File: config.mk
export PLATFORM = sky130hd
export DESIGN_NAME = scsu_to_utf8_decoder
export DESIGN_NICKNAME = d
export VERILOG_FILES = /design/src/hw/rtl/scsu_pkg.sv /design/src/hw/rtl/scsu_to_utf8_decoder.sv /design/src/hw/rtl/scsu_front.sv /design/src/hw/rtl/scsu_queue.sv /design/src/hw/rtl/scsu_back.sv
export SDC_FILE = /design/constraint.sdc
export NUM_CORES = 1
export LEC_CHECK = 0
export ABC_CLOCK_PERIOD_IN_PS = 7600
export BUFFER_PORTS_ARGS = -buffer_cell sky130_fd_sc_hd__buf_2
export CORE_UTILIZATION = 46
export CTS_CLUSTER_DIAMETER = 150
export CTS_CLUSTER_SIZE = 40
export DETAILED_ROUTE_END_ITERATION = 8
export PLACE_DENSITY = 0.67
export SLEW_MARGIN = 10
export SYNTH_ARGS = -nofsm -noshare
export SYNTH_HDL_FRONTEND = slang
export SYNTH_SLANG_ARGS = --single-unit
File: constraint.sdc
create_clock -name clk -period 7.6 [get_ports clk]
set_input_delay 0.38 -clock clk [delete_from_list [all_inputs] [get_ports clk]]
set_output_delay 0.38 -clock clk [all_outputs]
set_load 0.1 [all_outputs]
File: src/hw/rtl/scsu_pkg.sv
// Shared types, constants and functions of the SCSU to UTF-8 decoder.
// No dependencies; used by scoped names in the top level, front end, queue and back end.
package scsu_pkg;

  localparam int QUEUE_DEPTH = 4;
  localparam int CP_W        = 21;

  // Tag codes held while argument bytes are awaited.
  localparam logic [3:0] TAG_NONE   = 4'd0;
  localparam logic [3:0] TAG_UNIT   = 4'd1;
  localparam logic [3:0] TAG_EXT    = 4'd3;
  localparam logic [3:0] TAG_DEFWIN = 4'd8;  // 8..15 define window 0..7

  localparam logic [CP_W-1:0] CP_SPACE       = 21'h00020;
  localparam logic [CP_W-1:0] CP_REPLACEMENT = 21'h0FFFD;
  localparam logic [CP_W-1:0] CP_SUPP_BASE   = 21'h10000;

  typedef logic [CP_W-1:0] cp_t;

  // One queue entry: a code point to encode, or a truncated-tag error.
  typedef struct packed {
    logic err;
    cp_t  cp;
  } scsu_entry_t;

  typedef struct packed {
    logic        valid;
    scsu_entry_t entry;
  } scsu_push_t;

  localparam cp_t STATIC_WIN [8] = '{
    21'h00000, 21'h00080, 21'h00100, 21'h00300,
    21'h02000, 21'h02080, 21'h02100, 21'h03000
  };

  localparam cp_t INIT_WIN [8] = '{
    21'h00080, 21'h000C0, 21'h00400, 21'h00600,
    21'h00900, 21'h03040, 21'h030A0, 21'h0FF00
  };

  // Offset given by a window definition byte.
  function automatic cp_t window_base(input logic [7:0] x);
    cp_t r;
    r = '0;
    if (x >= 8'h01 && x < 8'h68) begin
      r = {6'b0, x, 7'b0};
    end else if (x >= 8'h68 && x < 8'hA8) begin
      r = {6'b0, x, 7'b0} + 21'h0AC00;
    end else begin
      case (x)
        8'hF9:   r = 21'h000C0;
        8'hFA:   r = 21'h00250;
        8'hFB:   r = 21'h00370;
        8'hFC:   r = 21'h00530;
        8'hFD:   r = 21'h03040;
        8'hFE:   r = 21'h030A0;
        8'hFF:   r = 21'h0FF60;
        default: r = '0;
      endcase
    end
    return r;
  endfunction

  // UTF-8 sequence length minus one.
  function automatic logic [1:0] utf8_len_m1(input cp_t cp);
    logic [1:0] r;
    if (cp < 21'h80)          r = 2'd0;
    else if (cp < 21'h800)    r = 2'd1;
    else if (cp < 21'h10000)  r = 2'd2;
    else                      r = 2'd3;
    return r;
  endfunction

  // Byte number pos of the UTF-8 sequence for cp.
  function automatic logic [7:0] utf8_byte(input cp_t cp, input logic [1:0] len_m1,
                                           input logic [1:0] pos);
    logic [7:0] r;
    r = '0;
    case (len_m1)
      2'd0: r = {1'b0, cp[6:0]};
      2'd1: begin
        case (pos)
          2'd0:    r = {3'b110, cp[10:6]};
          default: r = {2'b10, cp[5:0]};
        endcase
      end
      2'd2: begin
        case (pos)
          2'd0:    r = {4'b1110, cp[15:12]};
          2'd1:    r = {2'b10, cp[11:6]};
          default: r = {2'b10, cp[5:0]};
        endcase
      end
      default: begin
        case (pos)
          2'd0:    r = {5'b11110, cp[20:18]};
          2'd1:    r = {2'b10, cp[17:12]};
          2'd2:    r = {2'b10, cp[11:6]};
          default: r = {2'b10, cp[5:0]};
        endcase
      end
    endcase
    return r;
  endfunction

endpackage

File: src/hw/rtl/scsu_to_utf8_decoder.sv
// Top level of the SCSU to UTF-8 decoder: front end, entry queue, back end.
// Depends on scsu_pkg, scsu_front, scsu_queue and scsu_back.
//
//   channel  handshake             payload
//   in       in_valid / in_ready   in_byte[7:0], last_byte
//   out      out_valid / out_ready out_byte[7:0], char_last, status
//
// One SCSU byte is accepted per cycle while the queue has room; the front end
// resolves it to a code point (or nothing) in that same cycle.
// The back end sends one UTF-8 byte per cycle unless out_ready stalls it, so a code
// point takes one to four output bytes; its single output port sets the drain rate.
// A first output byte passes through a queue slot and then the output register.
// Reset (rst, synchronous) restores the initial windows and empties the queue;
// a byte with last_byte set returns the front end to the same state.
// A stalled output fills the queue; in_ready drops only when it is full.
module scsu_to_utf8_decoder #(
  parameter int QUEUE_DEPTH = scsu_pkg::QUEUE_DEPTH
) (
  input  logic       clk,
  input  logic       rst,
  input  logic       in_valid,
  output logic       in_ready,
  input  logic [7:0] in_byte,
  input  logic       last_byte,
  output logic       out_valid,
  input  logic       out_ready,
  output logic [7:0] out_byte,
  output logic       char_last,
  output logic       status
);

  scsu_pkg::scsu_push_t  push;
  scsu_pkg::scsu_entry_t head;
  logic q_empty;
  logic q_full;
  logic pop;
  logic accept;

  // Hold input while the queue cannot take a worst-case entry.
  assign in_ready = !q_full;
  assign accept   = in_valid && in_ready;

  scsu_front u_front (
    .clk       (clk),
    .rst       (rst),
    .accept    (accept),
    .in_byte   (in_byte),
    .last_byte (last_byte),
    .push      (push)
  );

  scsu_queue #(
    .DEPTH (QUEUE_DEPTH)
  ) u_queue (
    .clk   (clk),
    .rst   (rst),
    .push  (push),
    .pop   (pop),
    .head  (head),
    .empty (q_empty),
    .full  (q_full)
  );

  // Drain entries one UTF-8 byte at a time.
  scsu_back u_back (
    .clk        (clk),
    .rst        (rst),
    .head       (head),
    .head_valid (!q_empty),
    .pop        (pop),
    .out_valid  (out_valid),
    .out_ready  (out_ready),
    .out_byte   (out_byte),
    .char_last  (char_last),
    .status     (status)
  );

endmodule

File: src/hw/rtl/scsu_front.sv
// Front end: accepts SCSU bytes, tracks mode, windows, tags and surrogates,
// and pushes resolved code points or errors. Depends on scsu_pkg.
module scsu_front (
  input  logic                 clk,
  input  logic                 rst,
  input  logic                 accept,
  input  logic [7:0]           in_byte,
  input  logic                 last_byte,
  output scsu_pkg::scsu_push_t push
);

  scsu_pkg::cp_t win [8];
  logic       unicode_mode, unicode_mode_next;
  logic [2:0] live_window, live_window_next;
  logic [3:0] quote_window, quote_window_next;
  logic [3:0] pending_tag, pending_tag_next;
  logic [1:0] args_remaining, args_remaining_next;
  logic [7:0] first_arg, first_arg_next;
  logic [9:0] lead_unit, lead_unit_next;
  logic       surrogate_valid, surrogate_valid_next;

  logic          win_we;
  logic [2:0]    win_wa;
  scsu_pkg::cp_t win_wd;
  logic [2:0]    win_ra;
  scsu_pkg::cp_t win_rd;
  logic          deliver;
  scsu_pkg::cp_t cp_raw;
  scsu_pkg::cp_t cp_out;
  logic          emit;
  logic          err;

  assign win_ra = (quote_window != 4'd0) ? (quote_window[2:0] - 3'd1) : live_window;
  assign win_rd = win[win_ra];

  always_comb begin
    unicode_mode_next    = unicode_mode;
    live_window_next     = live_window;
    quote_window_next    = quote_window;
    pending_tag_next     = pending_tag;
    args_remaining_next  = args_remaining;
    first_arg_next       = first_arg;
    lead_unit_next       = lead_unit;
    surrogate_valid_next = surrogate_valid;
    win_we  = 1'b0;
    win_wa  = '0;
    win_wd  = '0;
    deliver = 1'b0;
    cp_raw  = '0;
    cp_out  = '0;
    emit    = 1'b0;
    err     = 1'b0;

    if (pending_tag != scsu_pkg::TAG_NONE) begin
      if (args_remaining == 2'd2) begin
        first_arg_next      = in_byte;
        args_remaining_next = 2'd1;
      end else begin
        pending_tag_next    = scsu_pkg::TAG_NONE;
        args_remaining_next = 2'd0;
        if (pending_tag == scsu_pkg::TAG_UNIT) begin
          deliver = 1'b1;
          cp_raw  = {5'b0, first_arg, in_byte};
        end else if (pending_tag == scsu_pkg::TAG_EXT) begin
          win_we = 1'b1;
          win_wa = first_arg[7:5];
          win_wd = scsu_pkg::CP_SUPP_BASE + {1'b0, first_arg[4:0], in_byte, 7'b0};
          live_window_next  = first_arg[7:5];
          unicode_mode_next = 1'b0;
        end else begin
          win_we = 1'b1;
          win_wa = pending_tag[2:0];
          win_wd = scsu_pkg::window_base(in_byte);
          live_window_next  = pending_tag[2:0];
          unicode_mode_next = 1'b0;
        end
      end
    end else if (quote_window != 4'd0) begin
      deliver = 1'b1;
      quote_window_next = 4'd0;
      if (!in_byte[7]) begin
        cp_raw = scsu_pkg::STATIC_WIN[win_ra] + {13'b0, in_byte};
      end else begin
        cp_raw = win_rd + {14'b0, in_byte[6:0]};
      end
    end else if (unicode_mode) begin
      if (in_byte >= 8'hE0 && in_byte <= 8'hE7) begin
        live_window_next  = in_byte[2:0];
        unicode_mode_next = 1'b0;
      end else if (in_byte >= 8'hE8 && in_byte <= 8'hEF) begin
        pending_tag_next    = scsu_pkg::TAG_DEFWIN | {1'b0, in_byte[2:0]};
        args_remaining_next = 2'd1;
      end else if (in_byte == 8'hF0) begin
        pending_tag_next    = scsu_pkg::TAG_UNIT;
        args_remaining_next = 2'd2;
      end else if (in_byte == 8'hF1) begin
        pending_tag_next    = scsu_pkg::TAG_EXT;
        args_remaining_next = 2'd2;
      end else begin
        first_arg_next      = in_byte;
        pending_tag_next    = scsu_pkg::TAG_UNIT;
        args_remaining_next = 2'd1;
      end
    end else begin
      if (in_byte == 8'h0F) begin
        unicode_mode_next = 1'b1;
      end else if (in_byte == 8'h0E) begin
        pending_tag_next    = scsu_pkg::TAG_UNIT;
        args_remaining_next = 2'd2;
      end else if (in_byte >= 8'h01 && in_byte <= 8'h08) begin
        quote_window_next = in_byte[3:0];
      end else if (in_byte >= 8'h10 && in_byte <= 8'h17) begin
        live_window_next = in_byte[2:0];
      end else if (in_byte >= 8'h18 && in_byte <= 8'h1F) begin
        pending_tag_next    = scsu_pkg::TAG_DEFWIN | {1'b0, in_byte[2:0]};
        args_remaining_next = 2'd1;
      end else if (in_byte == 8'h0B) begin
        pending_tag_next    = scsu_pkg::TAG_EXT;
        args_remaining_next = 2'd2;
      end else if (in_byte == 8'h09 || in_byte == 8'h0A || in_byte == 8'h0D) begin
        deliver = 1'b1;
        cp_raw  = scsu_pkg::CP_SPACE;
      end else if (in_byte >= 8'h20 && in_byte <= 8'h7F) begin
        deliver = 1'b1;
        cp_raw  = {13'b0, in_byte};
      end else if (in_byte[7]) begin
        deliver = 1'b1;
        cp_raw  = win_rd + {14'b0, in_byte[6:0]};
      end else begin
        deliver = 1'b1;
        cp_raw  = scsu_pkg::CP_REPLACEMENT;
      end
    end

    // Resolve surrogates: hold a high half, pair or replace a low half.
    if (deliver) begin
      if (cp_raw >= 21'h0D800 && cp_raw <= 21'h0DBFF) begin
        lead_unit_next       = cp_raw[9:0];
        surrogate_valid_next = 1'b1;
      end else begin
        cp_out = cp_raw;
        if (cp_raw >= 21'h0DC00 && cp_raw <= 21'h0DFFF) begin
          cp_out = surrogate_valid
                 ? scsu_pkg::CP_SUPP_BASE + {1'b0, lead_unit, cp_raw[9:0]}
                 : scsu_pkg::CP_REPLACEMENT;
        end
        lead_unit_next       = '0;
        surrogate_valid_next = 1'b0;
        emit = (cp_out != '0);
      end
    end

    if (last_byte && pending_tag_next != scsu_pkg::TAG_NONE) begin
      emit   = 1'b1;
      err    = 1'b1;
      cp_out = '0;
    end
  end

  assign push.valid     = accept & emit;
  assign push.entry.err = err;
  assign push.entry.cp  = cp_out;

  always_ff @(posedge clk) begin
    if (rst || (accept && last_byte)) begin
      unicode_mode    <= 1'b0;
      live_window     <= '0;
      quote_window    <= '0;
      pending_tag     <= scsu_pkg::TAG_NONE;
      args_remaining  <= '0;
      first_arg       <= '0;
      lead_unit       <= '0;
      surrogate_valid <= 1'b0;
      for (int i = 0; i < 8; i++) begin
        win[i] <= scsu_pkg::INIT_WIN[i];
      end
    end else if (accept) begin
      unicode_mode    <= unicode_mode_next;
      live_window     <= live_window_next;
      quote_window    <= quote_window_next;
      pending_tag     <= pending_tag_next;
      args_remaining  <= args_remaining_next;
      first_arg       <= first_arg_next;
      lead_unit       <= lead_unit_next;
      surrogate_valid <= surrogate_valid_next;
      if (win_we) begin
        win[win_wa] <= win_wd;
      end
    end
  end

endmodule

File: src/hw/rtl/scsu_queue.sv
// Short queue of code point entries between front and back end.
// Depends on scsu_pkg for the entry type.
module scsu_queue #(
  parameter int DEPTH = scsu_pkg::QUEUE_DEPTH
) (
  input  logic                  clk,
  input  logic                  rst,
  input  scsu_pkg::scsu_push_t  push,
  input  logic                  pop,
  output scsu_pkg::scsu_entry_t head,
  output logic                  empty,
  output logic                  full
);

  localparam int PW = (DEPTH > 1) ? $clog2(DEPTH) : 1;
  localparam int CW = $clog2(DEPTH + 1);
  localparam logic [PW-1:0] PTR_LAST = PW'(DEPTH - 1);
  localparam logic [CW-1:0] CNT_FULL = CW'(DEPTH);

  scsu_pkg::scsu_entry_t slots [DEPTH];
  logic [PW-1:0] wr_ptr;
  logic [PW-1:0] rd_ptr;
  logic [CW-1:0] count;
  logic do_push;
  logic do_pop;

  assign empty   = (count == '0);
  assign full    = (count == CNT_FULL);
  assign do_push = push.valid && !full;
  assign do_pop  = pop && !empty;
  assign head    = slots[rd_ptr];

  always_ff @(posedge clk) begin
    if (do_push) begin
      slots[wr_ptr] <= push.entry;
    end
  end

  always_ff @(posedge clk) begin
    if (rst) begin
      wr_ptr <= '0;
      rd_ptr <= '0;
      count  <= '0;
    end else begin
      if (do_push) begin
        wr_ptr <= (wr_ptr == PTR_LAST) ? '0 : wr_ptr + 1'b1;
      end
      if (do_pop) begin
        rd_ptr <= (rd_ptr == PTR_LAST) ? '0 : rd_ptr + 1'b1;
      end
      case ({do_push, do_pop})
        2'b10:   count <= count + 1'b1;
        2'b01:   count <= count - 1'b1;
        default: count <= count;
      endcase
    end
  end

endmodule

File: src/hw/rtl/scsu_back.sv
// Back end: expands each queued code point into UTF-8 bytes through an
// output register. Depends on scsu_pkg for the entry type and encoder.
module scsu_back (
  input  logic                  clk,
  input  logic                  rst,
  input  scsu_pkg::scsu_entry_t head,
  input  logic                  head_valid,
  output logic                  pop,
  output logic                  out_valid,
  input  logic                  out_ready,
  output logic [7:0]            out_byte,
  output logic                  char_last,
  output logic                  status
);

  logic [1:0] pos;
  logic [1:0] len_m1;
  logic       load;
  logic       final_byte;
  logic [7:0] byte_val;

  assign len_m1     = head.err ? 2'd0 : scsu_pkg::utf8_len_m1(head.cp);
  assign final_byte = (pos == len_m1);
  assign byte_val   = head.err ? 8'h00 : scsu_pkg::utf8_byte(head.cp, len_m1, pos);
  assign load       = head_valid && (!out_valid || out_ready);
  assign pop        = load && final_byte;

  always_ff @(posedge clk) begin
    if (load) begin
      out_byte  <= byte_val;
      char_last <= final_byte;
      status    <= head.err;
    end
  end

  always_ff @(posedge clk) begin
    if (rst) begin
      out_valid <= 1'b0;
      pos       <= '0;
    end else begin
      if (load) begin
        out_valid <= 1'b1;
        pos       <= final_byte ? 2'd0 : pos + 2'd1;
      end else if (out_ready) begin
        out_valid <= 1'b0;
      end
    end
  end

endmodule

==> flow_summary.toml, run 1 <==
[finish]
regArea_um2 = 7930
fillers = 2835
multi_input_area_um2 = 6360
layout.nets = 1384
antenna_cells_inserted = 0
drive_gt1_frac = 0.103
syn2layout_area_growth_pct = 5.62

[power]
ir_drop_uv = 214
p_per_area_nw_per_um2 = 256
p_leak_uw = 0.00510
power.total_uw = 3970

[timing]
maxClockFrequency_ghz = 0.149
drv_slew = 0
setup_tns_ns = 0
min_period_ns = 6.70
rsz0062_at_grt = "false"
fin_crit_sh = 0.882
setup_viol = 0
worst_pin_slew_ns = 1.27
finalClockSkew_ns = 0.0285
slew_headroom = 0.150
hold_viol_final = 0

[clock_tree]
cts_made_buffers = 10
htreeDepth = 1
cts_buffer_depth = 3
cts_root_buf = "clkbuf_16"
clk_pin_slew_ns = 0.15
clock_sinks = 279
clock_latency_ns = 0.52
cts_tree = "yes"

[worst_setup_path]
cp_data_required_time_ns = 8.04
critical-path-max-stage-delay_ns = 0.71
worst-r2r-setup-slack_ns = 0.90
r2r_start = "u_front.quote_window[0]$_SDFFE_PP0P_"
worstPathMaxFanout = 7
r2r_end = "u_queue.count[2]$_SDFFE_PP0P_"
worstSetupEndpointType = "flip-flop"
cp.arrival_ns = 7.14
reg2reg_depth = 28
path_delay_family = "simple AND/OR/NAND/NOR gates"
slowest_stage = "nor4b_1"
worst_setup_path_start_kind = "flip-flop"
critPathKind = "flip-flop to flip-flop"
crit_buf_inv = 4

[synth]
yosysUniqueCellTypes = 86
yosys_warnings = 0
syn-instance-count = 1357
ys_async_sr_fraction = 0
synth_top_flop_cell = "edfxtp_1"
ys_seq_elements = 279
synth_nets = 1395
syn_avg_cell_area_um2 = 10.8
syn_area_um2 = 14700
synth-edff-count = 234
ys_seq_area_frac = 0.540

[worst_hold_path]
hold_end = "u_back.out_valid$_SDFFE_PP0P_"
hp-class = "input port to flip-flop"
hold_start = "out_ready"
min_path_cells = 4

[global_routing]
grt.busiest_layer = "met2"
antenna_found_initial = 0
grt_overflow = 0
grt_usage = 0.242
grt_use_met2 = 0.400
grt_pass1_wl_um = 60700
grt_pass1_vias = 10200
grtUsageMet1 = 0.323
grt_max_degree = 42
met3_usage = 0.0353

[run_status]
outcome = "complete, no violations"

[route]
drt-total-wl_um = 39500
wl_per_cell_um = 22.5
antenna_left = 0
vias = 10800
avgViaCountPerCell = 6.18
drt-initial-drc-count = 1032
dr.pass1.iters = 8
drc = 0

[placed_design]
numPortBuffers = 24
place.detailed.hpwl_um = 27500
gp_congestion = 0.932

[run]
cap_violations = 0

[die]
initial_utilization = 0.467
die_area_um2 = 32700
io_pins = 25
fp.dieW_um = 181
core_um2 = 31500
rows = 65
die_h_um = 181
==> metrics by stage <==
stage	hold slack (ns)	area (um^2)	worst slack, ns	utilization	cells
3_5_place_dp	0.462	15200	0.766	0.484	1736
5_1_grt	0.138	15500	0.305	0.493	1752
3_3_place_gp	0.445	15200	0.963	0.484	1736
4_1_cts	0.124	15500	0.677	0.493	1752
6_report	0.134	15500	0.900	0.493	1752
2_1_floorplan	0.432	14700	0.459	-	1357
==> report_power, final <==
part           total [uW]  internal [uW]  switching, uW
clock network         717            273            444
registers            1920           1860           60.5
logic                1330            390            938
total                3970           2530           1440
==> worst register-to-register path: cells and delay by family (launching register included) <==
family / cells / cell delay (ns)
AND/OR/NAND/NOR: 8 / 2.06
AO/OA/AOI/OAI: 8 / 1.76
adder cells (fa/ha/maj): 5 / 1.41
buffers and inverters: 4 / 0.48
flip-flops: 1 / 0.34
XOR/XNOR: 2 / 0.33
multiplexers: 1 / 0.22
==> cell usage after synthesis (all sizes together) (23+ instances only) <==
| cell | instances | area [um^2] |
|---|---|---|
| nand2 | 162 | 611 |
| nor3 | 41 | 221 |
| nand3 | 49 | 245 |
| inv | 38 | 143 |
| mux4 | 41 | 923 |
| a21oi | 94 | 470 |
| ha | 23 | 288 |
| o21ai | 54 | 270 |
| nor2 | 214 | 806 |
| dfxtp | 45 | 901 |
| clkbuf | 48 | 180 |
| a211oi | 25 | 270 |
| edfxtp | 234 | 7030 |
==> placed cells by master, fill, tap and decap left out, types with 13 or more instances in the layout <==
cell / netlist / routed
mux4_2: 41 / 41
o21ai_0: 47 / 46
buf_2: 11 / 24
mux2i_1: 18 / 18
dfxtp_1: 45 / 45
buf_4: 2 / 23
xor2_1: 19 / 19
nand2_1: 161 / 161
ha_1: 23 / 23
inv_1: 38 / 38
nor2_1: 213 / 213
a31oi_1: 13 / 13
nand3_1: 49 / 49
and3_1: 16 / 16
a21oi_1: 94 / 94
nor3_1: 39 / 39
edfxtp_1: 234 / 234
nand2b_1: 15 / 15
==> per-layer routing <==
layer  routed length [um]  share of wire
met1                16300           0.41
met2                18800           0.48
met3                 2910          0.074
met4                 1460          0.037
met5                    0              0
==> worst max-delay path by stage <==
stage / to / from / depth (start not counted)
floorplan: u_queue.slots[0][0]$_DFFE_PP_ / u_front.quote_window[0]$_SDFFE_PP0P_ / 25
global placement: u_queue.count[2]$_SDFFE_PP0P_ / u_front.quote_window[0]$_SDFFE_PP0P_ / 29
detailed placement: u_queue.count[2]$_SDFFE_PP0P_ / u_front.quote_window[0]$_SDFFE_PP0P_ / 28
CTS: u_queue.count[2]$_SDFFE_PP0P_ / u_front.quote_window[0]$_SDFFE_PP0P_ / 28
global route: u_queue.count[2]$_SDFFE_PP0P_ / u_front.quote_window[0]$_SDFFE_PP0P_ / 28
finish: u_queue.count[2]$_SDFFE_PP0P_ / u_front.quote_window[0]$_SDFFE_PP0P_ / 28
==> area by class of cell <==
cell class / count / share of cell area
Timing Repair Buffer: 47 / 0.0189
Tap cell: 402 / 0.0324
Inverter: 39 / 0.00943
Multi-Input combinational cell: 969 / 0.410
Sequential cell: 279 / 0.511
Clock buffer: 16 / 0.0189
==> registers in the layout, indices dropped and copies added, names as in the netlist, 4 cells and up, named ones only <==
signal / flops
u_front.quote_window: 4
u_back.out_byte: 8
u_front.pending_tag: 4
u_queue.slots: 88
u_front.lead_unit: 10
u_front.win: 136
u_front.first_arg: 8
==> timing repair <==
item	in CTS	in global routing
setup buffers	0	0
resized for setup	0	1
hold buffers	0	0
setup endpoints to repair	0	1
hold endpoints to repair	0	0
==> cell families (layout without fill, tap and decap cells) <==
| kind of cell | count (synthesis) | count (layout) | share of synthesized area |
|---|---|---|---|
| DFF | 279 | 279 | 0.540 |
| xor gates and xnor gates | 28 | 28 | 0.0167 |
| and+or+nand+nor | 564 | 564 | 0.175 |
| buffers and inverters | 109 | 102 | 0.0313 |
| muxes | 68 | 68 | 0.0822 |
| AOI/OAI and AO/OA | 284 | 284 | 0.132 |
| adders and majority gates | 25 | 25 | 0.0223 |
(Power assumes the default switching activity.)
==> run 2: changes to the inputs <==
--- a/config.mk
+++ b/config.mk
@@ -11,7 +11,6 @@
 export CTS_CLUSTER_DIAMETER = 150
 export CTS_CLUSTER_SIZE = 40
 export DETAILED_ROUTE_END_ITERATION = 8
-export PLACE_DENSITY = 0.67
 export SLEW_MARGIN = 10
 export SYNTH_ARGS = -nofsm -noshare
 export SYNTH_HDL_FRONTEND = slang
==> flow_summary.toml, run 2 (synthesis results as in run 1) <==
[finish]
mostFrequentLayoutCell = "edfxtp_1"
syn2layout_area_growth_pct = 5.96
layout.nets = 1389
antenna_cells_inserted = 0
final_cells = 1757
largest_reg_flops = 136
top_regs = "u_front.win (136), u_queue.slots (88), u_front.lead_unit (10)"
final_cell_mix = "edfxtp_1, nor2_1, nand2_1"
drive_gt1_frac = 0.106
fin_util = 0.495
top_register = "u_front.win"

[global_routing]
grt_use_met2 = 0.427
grt_pass1_vias = 10500
grt_overflow = 0
antenna_found_initial = 0
grt_max_degree = 43
grt.busiest_layer = "met2"
met3_usage = 0.0222
grt_pass1_wl_um = 62100
grt_usage = 0.248
grtUsageMet1 = 0.331

[route]
avgViaCountPerCell = 6.12
antenna_left = 0
drc = 0
wl_per_cell_um = 22.9
vias = 10800
dr.pass1.iters = 5
drt-initial-drc-count = 967
drt-total-wl_um = 40300

[run]
cap_violations = 0

[die]
initial_utilization = 0.467
io_pins = 25
rows = 65
die_area_um2 = 32700
core_um2 = 31500
fp.dieW_um = 181
die_h_um = 181

[power]
ir_drop_uv = 178
p_leak_uw = 0.00513
p_per_area_nw_per_um2 = 255

[worst_setup_path]
worst-r2r-setup-slack_ns = 0.64
cp.arrival_ns = 7.42
r2r_start = "u_front.quote_window[0]$_SDFFE_PP0P_"
slowest_stage = "a21oi_1"
critPathKind = "flip-flop to flip-flop"
crit_buf_inv = 3
path_delay_family = "compound AO/OA/AOI/OAI gates"
cp_data_required_time_ns = 8.06
worst_setup_path_start_kind = "flip-flop"
critical-path-max-stage-delay_ns = 0.69
crit_start = "u_front.quote_window[0]$_SDFFE_PP0P_"
worstPathMaxFanout = 9
reg2reg_depth = 26
worstSetupEndpointType = "flip-flop"
r2r_end = "u_queue.count[2]$_SDFFE_PP0P_"

[timing]
setup_tns_ns = 0
drv_slew = 0
worst_pin_slew_ns = 1.20
setup_ws_ns = 0.636
rsz0062_at_grt = "false"
min_period_ns = 6.96
whs_ns = 0.114
fin_crit_sh = 0.916
slew_headroom = 0.195
finalClockSkew_ns = 0.0304
hold_viol_final = 0
setup_viol = 0
maxClockFrequency_ghz = 0.144

[worst_hold_path]
hold_start = "out_ready"
hp-class = "input port to flip-flop"
hold_end = "u_back.out_valid$_SDFFE_PP0P_"
min_path_cells = 4

[run_status]
outcome = "complete, no violations"

[placed_design]
dp.cells = 1741
numPortBuffers = 24
gp_congestion = 0.887
place.detailed.hpwl_um = 28100
place_ws_ns = 0.790

[clock_tree]
clock_latency_ns = 0.52
clock_sinks = 279
cts_buffer_depth = 3
cts_resized = 0
clk_pin_slew_ns = 0.15
htreeDepth = 1
cts_setup_buffers = 0
cts_made_buffers = 10
ctsHoldBuffers = 0
cts_tree = "yes"
cts_root_buf = "clkbuf_16"
[run 2: cell types whose count changed in the layout (fill, tap and decap cells not counted)]
| cell | previous run | this run |
|---|---|---|
| o21ai_0 | 46 | 47 |
| buf_4 | 23 | 27 |
| buf_12 | 0 | 1 |
| o21ai_1 | 8 | 7 |
[run 2: worst reg2reg max path, delay by kind of cell (launching register included)]
kind	cells	cell delay (ns)
xor gates and xnor gates	2	0.35
AOI/OAI and AO/OA	8	2.67
muxes	1	0.34
and+or+nand+nor	7	1.55
DFF	1	0.34
buffers and inverters	3	0.25
adders and majority gates	5	1.42
[run 2: worst max-delay path by stage]
| stage | endpoint | depth (start not counted) |
|---|---|---|
| floorplan | u_queue.slots[0][0]$_DFFE_PP_ | 25 |
| global placement | u_queue.count[2]$_SDFFE_PP0P_ | 26 |
| detailed placement | u_queue.count[2]$_SDFFE_PP0P_ | 26 |
| CTS | u_queue.count[2]$_SDFFE_PP0P_ | 26 |
| global route | u_queue.count[2]$_SDFFE_PP0P_ | 26 |
| finish | u_queue.count[2]$_SDFFE_PP0P_ | 26 |
[run 2: cell type report]
class	instances	area, um^2
fillers	2844	15900
clock buffers	16	294
flip-flops and latches	279	7930
inverters	39	146
well taps	402	503
multi-input cells	969	6360
repair buffers	52	343
[run 2: power by group]
group | total, uW | switching [uW] | internal [uW]
Clock | 723 | 450 | 273
Sequential | 1930 | 63.6 | 1860
Combinational | 1330 | 931 | 394
[run 2: stage by stage]
stage	cell area, um^2	total power [uW]
6_report	15600	3980
5_1_grt	15600	4160
4_1_cts	15600	4000
3_5_place_dp	15300	3290
3_3_place_gp	15300	3280
2_1_floorplan	14700	2940
[run 2: per-layer routing]
metal	wire, um	vias up
met1	17300	5336
met4	1180	0
met5	0	-
met3	1980	62
met2	19800	337
li1	-	5016
==> run 3: changes to the inputs <==
--- a/config.mk
+++ b/config.mk
@@ -5,7 +5,7 @@
 export SDC_FILE = /design/constraint.sdc
 export NUM_CORES = 1
 export LEC_CHECK = 0
-export ABC_CLOCK_PERIOD_IN_PS = 7600
+export ABC_CLOCK_PERIOD_IN_PS = 6500
 export BUFFER_PORTS_ARGS = -buffer_cell sky130_fd_sc_hd__buf_2
 export CORE_UTILIZATION = 46
 export CTS_CLUSTER_DIAMETER = 150
==> constraint.sdc (replaced) <==
create_clock -name clk -period 6.5 [get_ports clk]
set_input_delay 0.325 -clock clk [delete_from_list [all_inputs] [get_ports clk]]
set_output_delay 0.325 -clock clk [all_outputs]
set_load 0.1 [all_outputs]
==> flow_summary.toml, run 3 (synthesis results as in run 1) <==
[global_routing]
grt_pass1_wl_um = 61600
antenna_found_initial = 0
grt_max_degree = 42
grt_overflow = 0
grt_usage = 0.245
grt_pass1_vias = 10400

[die]
die_area_um2 = 32700
core_um2 = 31500
io_pins = 25
die_h_um = 181
fp.dieW_um = 181
rows = 65
initial_utilization = 0.467

[clock_tree]
clock_sinks = 279
ctsHoldBuffers = 0
cts_made_buffers = 10
cts_root_buf = "clkbuf_16"
clk_pin_slew_ns = 0.15
clock_latency_ns = 0.52
cts_tree = "yes"
htreeDepth = 1
cts_buffer_depth = 3

[placed_design]
place_ws_ns = 0.0308
placed_area_um2 = 15400
place.detailed.hpwl_um = 27900
gp_congestion = 0.894
numPortBuffers = 24
dp.cells = 1755

[route]
vias = 10800
antenna_left = 0
drc = 0
drt-total-wl_um = 40100
wl_per_cell_um = 22.6
drt-initial-drc-count = 1134
dr.pass1.iters = 8
avgViaCountPerCell = 6.10

[worst_setup_path]
worstSetupEndpointType = "flip-flop"
crit_buf_inv = 3
cp_data_required_time_ns = 6.95
slowest_stage = "or4_1"
cp.arrival_ns = 6.58
critical-path-max-stage-delay_ns = 0.53
worst_setup_path_start_kind = "flip-flop"
critPathKind = "flip-flop to flip-flop"
worstPathMaxFanout = 8
crit_path_frequent_cell = "nand2_1"
path_delay_family = "simple AND/OR/NAND/NOR gates"

[finish]
top_regs = "u_front.win (136), u_queue.slots (88), u_front.lead_unit (10)"
antenna_cells_inserted = 0
largest_reg_flops = 136
syn2layout_area_growth_pct = 7.48
top_register = "u_front.win"
mostFrequentLayoutCell = "edfxtp_1"
layout.nets = 1407
design_area_um2 = 15800
fillers = 2833
final_cell_mix = "edfxtp_1, nor2_1, nand2_1"
drive_gt1_frac = 0.125
final_cells = 1775
fin_util = 0.502

[power]
p_clk_frac = 0.181
switching_share = 0.364
p_per_area_nw_per_um2 = 296
p_seq_frac = 0.480
ir_drop_uv = 237
p_leak_uw = 0.00524
p_int_uw = 2980
p_sw_uw = 1700
p_comb_frac = 0.339

[timing]
drv_slew = 0
finalClockSkew_ns = 0.0313
slew_headroom = 0.238
fin_crit_sh = 0.944
min_period_ns = 6.14
setup_ws_ns = 0.361
setup_tns_ns = 0
setup_viol = 0
worst_pin_slew_ns = 1.14
hold_viol_final = 0
maxClockFrequency_ghz = 0.163
rsz0062_at_grt = "false"

[run_status]
outcome = "complete, no violations"

[run]
cap_violations = 0

[worst_hold_path]
hp-class = "input port to flip-flop"
## run 3: timing repair
item,4_1_cts,5_1_grt
setup buffers,0,4
gates cloned,0,0
gates resized for setup,1,13
setup endpoints to repair,1,2
pin swaps,0,2
## run 3: metal layers
layer / share of wire / GRT usage
met3: 0.057 / 0.0286
met1: 0.43 / 0.327
met4: 0.029 / 0.0759
met2: 0.49 / 0.419
met5: 0 / 0
## run 3: worst register-to-register path: cells and delay by family (launching register included)
kind	cells	cell delay, ns
AO/OA/AOI/OAI	6	0.97
XOR/XNOR	1	0.16
adder cells (fa/ha/maj)	4	1.17
buffers and inverters	3	0.37
flip-flops	1	0.34
multiplexers	2	0.71
AND/OR/NAND/NOR	10	2.36
## run 3: final cells by class
cell class / count / area (um^2) / share of cell area
tap: 402 / 503 / 0.0318
inverter: 39 / 146 / 0.00927
timing repair buffer: 70 / 510 / 0.0323
sequential: 279 / 7930 / 0.502
multi-input combinational: 969 / 6410 / 0.406
clock buffer: 16 / 294 / 0.0186
## run 3: metrics by stage
stage / power, uW / hold WS (ns)
CTS: 4690 / 0.0507
finish: 4680 / 0.0654
global placement: 3850 / 0.450
floorplan: 3440 / 0.432
global route: 4890 / 0.0872
detailed placement: 3860 / 0.459
## run 3: final timing paths
path / cells past startpoint / slack [ns] / start / to
max: 26 / 0.36 / u_front.quote_window[0]$_SDFFE_PP0P_ / u_queue.count[2]$_SDFFE_PP0P_
min: 4 / 0.07 / out_ready / u_back.out_valid$_SDFFE_PP0P_
max reg2reg: 26 / 0.36 / u_front.quote_window[0]$_SDFFE_PP0P_ / u_queue.count[2]$_SDFFE_PP0P_
min reg2reg: 2 / 0.48 / u_back.out_valid$_SDFFE_PP0P_ / u_back.out_valid$_SDFFE_PP0P_
## run 3: power groups by stage
stage | registers, uW | logic (uW) | clock network, uW
6_report | 2240 | 1590 | 846
4_1_cts | 2250 | 1570 | 864
3_3_place_gp | 2280 | 1570 | 0
3_5_place_dp | 2290 | 1570 | 0
2_1_floorplan | 2540 | 899 | 0
5_1_grt | 2260 | 1710 | 913
